**src/rtl/core/avtb_pkg.sv**
```systemverilog
// avtb_pkg: shared types and constants for the affine vertex transform block
// used by avtb_axis_path and affine_vertex_transform_bounds; no dependencies
`timescale 1ns / 1ps

package avtb_pkg;

  // coefficients are signed with twelve fraction bits
  localparam int FRAC_SHIFT = 12;
  localparam int NUM_AXES   = 3;
  localparam int CFG_IDX_W  = 3;

  typedef enum logic [CFG_IDX_W-1:0] {
    CFG_X_COEFFS = 3'd0,
    CFG_Y_COEFFS = 3'd1,
    CFG_Z_COEFFS = 3'd2,
    CFG_X_OFFSET = 3'd3,
    CFG_Y_OFFSET = 3'd4,
    CFG_Z_OFFSET = 3'd5
  } cfg_reg_e;

  // load enables for the datapath stages after the input register
  typedef struct packed {
    logic s2;
    logic s3;
    logic s4;
  } pipe_en_t;

endpackage

```
**src/rtl/core/avtb_axis_path.sv**
```systemverilog
// avtb_axis_path: datapath for one output axis (products, rounding, offset, saturation)
// depends on avtb_pkg; three registered stages driven by the top level's load enables
`timescale 1ns / 1ps

module avtb_axis_path import avtb_pkg::*; #(
  parameter int COORD_WIDTH = 24,
  parameter int COEF_WIDTH  = 16
) (
  input  logic                          clk_i,
  input  pipe_en_t                      pipe_en_i,
  input  logic signed [COORD_WIDTH-1:0] coord_i [NUM_AXES],
  input  logic [3*COEF_WIDTH-1:0]       coeffs_i,
  input  logic signed [COORD_WIDTH-1:0] offset_i,
  output logic signed [COORD_WIDTH-1:0] result_o
);

  localparam int PW = COORD_WIDTH + COEF_WIDTH;
  localparam int SW = PW + 2;
  localparam int RW = SW - FRAC_SHIFT;
  localparam int AW = ((RW > COORD_WIDTH) ? RW : COORD_WIDTH) + 1;

  localparam logic signed [SW-1:0] RND_HALF = SW'(1) << (FRAC_SHIFT - 1);
  localparam logic signed [AW-1:0] SAT_MAX =
    {{(AW-COORD_WIDTH+1){1'b0}}, {(COORD_WIDTH-1){1'b1}}};
  localparam logic signed [AW-1:0] SAT_MIN =
    {{(AW-COORD_WIDTH+1){1'b1}}, {(COORD_WIDTH-1){1'b0}}};

  logic signed [COEF_WIDTH-1:0]  coef     [NUM_AXES];
  logic signed [PW-1:0]          prod_d   [NUM_AXES];
  logic signed [PW-1:0]          prod_q   [NUM_AXES];
  logic signed [SW-1:0]          sum;
  logic signed [RW-1:0]          rnd_q;
  logic signed [AW-1:0]          acc;
  logic signed [COORD_WIDTH-1:0] res_d;
  logic signed [COORD_WIDTH-1:0] res_q;

  always_comb begin
    for (int k = 0; k < NUM_AXES; k++) begin
      coef[k]   = $signed(coeffs_i[k*COEF_WIDTH +: COEF_WIDTH]);
      prod_d[k] = PW'(coord_i[k]) * PW'(coef[k]);
    end
  end

  // floor of (sum + half) >> frac is the upper slice of the two's complement sum
  assign sum = SW'(prod_q[0]) + SW'(prod_q[1]) + SW'(prod_q[2]) + RND_HALF;
  assign acc = AW'(rnd_q) + AW'(offset_i);

  always_comb begin
    if (acc > SAT_MAX) begin
      res_d = SAT_MAX[COORD_WIDTH-1:0];
    end else if (acc < SAT_MIN) begin
      res_d = SAT_MIN[COORD_WIDTH-1:0];
    end else begin
      res_d = acc[COORD_WIDTH-1:0];
    end
  end

  always_ff @(posedge clk_i) begin
    if (pipe_en_i.s2) begin
      prod_q <= prod_d;
    end
    if (pipe_en_i.s3) begin
      rnd_q <= sum[SW-1:FRAC_SHIFT];
    end
    if (pipe_en_i.s4) begin
      res_q <= res_d;
    end
  end

  assign result_o = res_q;

endmodule

```
**config.mk**
```make
export PLATFORM = sky130hd
export DESIGN_NAME = avtb_axis_path
export DESIGN_NICKNAME = d
export VERILOG_FILES = /design/src/rtl/core/avtb_pkg.sv /design/src/rtl/core/avtb_axis_path.sv
export SDC_FILE = /design/constraint.sdc
export NUM_CORES = 2
export LEC_CHECK = 0
export ABC_AREA = 1
export ABC_CLOCK_PERIOD_IN_PS = 12800
export BUFFER_PORTS_ARGS = -buffer_cell sky130_fd_sc_hd__buf_4
export CAP_MARGIN = 20
export CORE_UTILIZATION = 55
export CTS_CLUSTER_DIAMETER = 80
export DETAILED_ROUTE_END_ITERATION = 8
export PLACE_DENSITY = 0.74
export SLEW_MARGIN = 15
export SYNTH_ARGS = -nofsm -noshare
export SYNTH_HDL_FRONTEND = slang
export SYNTH_SLANG_ARGS = --single-unit
```
**constraint.sdc**
```tcl
create_clock -name clk_i -period 12.8 [get_ports clk_i]
set_input_delay 2.56 -clock clk_i [delete_from_list [all_inputs] [get_ports clk_i]]
set_output_delay 2.56 -clock clk_i [all_outputs]
set_load 0.005 [all_outputs]
```
; ---- Yosys cells after proc, flatten, opt, wreduce, memory -nomap -nowiden
; Cells that the tools add are included.
[totals]
output_inout_bits = 24
ff_bits = 174
ramBits = 0
romBits = 0
n_memories = 0
in_bits = 148
latch_bits = 0
[op_classes]
multipliers = 3
n_mux = 1
shift = 0
n_addsub = 4
div_mod_pow = 0
n_eq_ne = 0
bitwise_logic = 0
order_cmp = 2
n_reduce_logical = 0
[op_table]
columns = operator, count
row1 = $mul 24x16->40, 3
row2 = $add 41x40->42, 1
row3 = $add 42x13->42 const B, 1
row4 = $add 40x40->41, 1
row5 = $add 30x24->31, 1
row6 = $gt 31x24->1 const B, 1
row7 = $lt 31x24->1 const B, 1
row8 = $mux 24, 1

; ---- Depth between registers and ports, before layout
[depth]
depth_word = 3
ltp_mapped = 31

; ---- Worst setup path before layout
; OpenSTA, ideal clock, no wires.
[synth_path]
path_type = input to register
from = input coord_i[61] (netlist bit)
to = register prod_q[111] (netlist bit) (data pin)
arrival_time_ps = 7727
setup_ps = 260
n_path_buf = 2
setup_slack_ps = 4813
stages = 26
required_ps = 12540
path_cell_list = clkbuf_1 -> clkbuf_1 -> nand2_1 -> fa_1 -> inv_1 -> fa_1 -> inv_1 -> fa_1 -> inv_1 -> fa_1 -> fa_1 -> inv_1 -> fa_1 -> inv_1 -> ha_1 -> nand2_1 -> nor2_1 -> inv_1 -> nor4_1 -> nand2_1 -> nand3_1 -> nand2_1 -> nand2_1 -> nand2_1 -> nand2_1 -> xor2_1
[synth_lines]
columns = item, line_no
row1 = start: declaration, avtb_axis_path.sv:11  ; input logic signed [COORD_WIDTH-1:0] coord_i [NUM_AXES],
row2 = end signal: assignment, avtb_axis_path.sv:60  ; prod_q <= prod_d;
row3 = end: declaration, avtb_axis_path.sv:30  ; logic signed [PW-1:0] prod_q [NUM_AXES];

==> run metrics <==
PnR worst setup slack 4.54 ns; TritonCTS Buffers 17; crit end category flop; total negative setup slack 0 ns; Worst Max-Slew Pin Slew 0.944 ns; # rows 114; dpl ws 4.21 ns; cell family with most CP delay adder cells; Antenna Nets Post-Route 0; CTS Root Cell clkbuf_16; most frequent cells after synthesis inv_1, nand2_1, fa_1, ha_1, nor2_1; Netlist cell types 38; crit share post-route 64.5%; Starting Density 55.8%; critical path arrival 8.44 ns; final hold violations 0; GRT Total Usage 28.0%; setup violators final 0; Syn Nets 8456; Detail Placement HPWL 113000 um; Hold Crit Class reg -> reg; Storage cell area 0.00523 sq mm; TritonCTS clock tree done; hold slack 0.685 ns; Worst path max stage delay 0.63 ns; WL met3 9960 um; Area growth, synth to finish 4.81%; Final Util 58.5%; Ant. Diodes 0; Post-Syn Instances 6744; Avg Cell Area, Syn 8.05 sq um; Rel. slew slack 37.1%; layout cells sized above 1 3.61%; Slowest-stage cell, CP inv_1; DR pass1 iterations 8; vias post-DR 41.7k; routed metal-1 wirelength 57000 um; Post-CTS Setup Inserts 0; RSZ-0062 raised after global routing false; # IOs 172; Worst Skew 0.0121 ns; Multi-input gate area 0.0406 sq mm; Filler Cell Count 8803; DR vias/cell 5.21; Top cell by count, worst path fa_1; quantity of hold-fixing buffers added after cts 0; DR iter-0 viols 3138; fmax 121 MHz; Nets 8421; CP Launch Type primary input; Synth top area share 42.9%; DRC Markers 0; top-count cell post-synth inv_1; full die area 0.0999 sq mm; max-cap viol count 0; Mapped Area 0.0543 sq mm; first-pass GRT wire length 222000 um; largest net degree at the start of global routing 78; required time of the worst setup path 12.98 ns; Main synth FF type edfxtp_1; vias in the first global route 43.5k; die width 316 um; antenna violations before repair 0; register area share after synthesis 9.63%; max layer used met4; average wire per standard cell 16.7 um; buffer depth of the longest clock path 2; GP Congestion 0.957; status finished clean; top cells by area, synth fa_1, inv_1, nand2_1; worst path buffer plus inverter count 5; Post-synth EDFFs 174; Critical Path Fanout Max 25; port bufs 171; Ys Warns 0; Tmin final 8.26 ns; H-tree Lvls 4; chip height 316 um; gr ovfl total 0; wire length on met2 63900 um; Reg clk slew, reported paths 0.08 ns; PostCTS Resize Cnt 0; Clock Sinks 174; crit path cell chain buf_4, inv_1, nor2_1, fa_1, fa_1, fa_1, fa_1, fa_1, inv_1, fa_1, inv_1, ha_1, a21oi_1, inv_1, nor2_1, o21ai_0, o21bai_1, a21oi_1, o21ai_0, xor2_1; Final Max Slew Viols 0; synthesized flop and latch total 174; Routed WL 134000 um; Async S/R FF share, synth 0%; Synth area leader fa_1; core region area 0.0973 sq mm; Worst Setup Path Type in -> reg; clk_lat worst skew 0.45 ns
-- path summary, 6_finish.rpt --
kind                                to  slack, ns  cells after the start                 start
max               prod_q[26]$_DFFE_PP_       4.54                     20          coeffs_i[47]
max reg2reg        rnd_q[17]$_DFFE_PP_       9.40                     10  prod_q[90]$_DFFE_PP_
min reg2reg  result_o[0]$_SDFFCE_PN1P_       0.69                      3    rnd_q[0]$_DFFE_PP_
min          result_o[0]$_SDFFCE_PN1P_       0.69                      3    rnd_q[0]$_DFFE_PP_
-- worst reg2reg max path, stage by stage, from the launching register on --
cell and delay (ns):
edfxtp_1 0.49, fa_1 0.44, fa_1 0.41, ha_1 0.36
a21oi_1 0.24, o21ai_0 0.20, a21oi_1 0.24, o21ai_0 0.17
a21oi_1 0.30, o21bai_1 0.12, xor2_1 0.17
-- cell usage in the layout, fill, tap and decap left out, drive strengths merged, types with 2 or more instances in the layout --
master	count
xor2	119
clkbuf	17
o21bai	16
edfxtp	174
nand2	1722
o21a	12
nor2	314
clkinv	5
nor4	10
and2	2
buf	172
inv	2015
fa	1162
a31oi	33
clkinvlp	2
or2	19
o211ai	6
nor3	13
o21ai	106
a21oi	192
nand4	25
o2111ai	3
nand3	91
a21o	22
xnor2	53
a21boi	5
a31o	2
a211oi	2
ha	402
-- flip-flops by register name, indices dropped and copies added, names as in the netlist --
name / cells
rnd_q: 30
result_o: 24
prod_q: 120
-- kinds of logic after synthesis --
group / after synthesis / share of synthesized area, %
xor+xnor: 172 / 2.78
simple gates: 2198 / 15.8
flops: 174 / 9.63
buf+inv: 2234 / 15.5
compound gates: 402 / 4.13
fa+ha+maj: 1564 / 52.1
-- per-layer routing --
layer / vias up / global-route usage (%)
met5: - / 0
met4: 0 / 6.39
met3: 206 / 3.23
met2: 1644 / 46.8
met1: 20600 / 39.4
li1: 19200 / -
-- final cells by class --
cell class | instances | share of cell area, %
clock buffers | 17 | 0.748
clock inverters | 15 | 0.308
inverters | 2008 | 13.3
multi-input cells | 4336 | 71.4
flip-flops and latches | 174 | 9.19
well taps | 1276 | 2.81
repair buffers | 172 | 2.27
-- metrics by stage --
| stage | std cells | cell area (sq um) |
|---|---|---|
| 2_1_floorplan | 6744 | 54300 |
| 3_3_place_gp | 7966 | 56300 |
| 3_5_place_dp | 7966 | 56300 |
| 4_1_cts | 7998 | 56900 |
| 5_1_grt | 7998 | 56900 |
| 6_report | 7998 | 56900 |
Power is left out: the tool's default activity adds up to more than one toggle a clock period on the data nets, which glitch-free logic cannot reach.
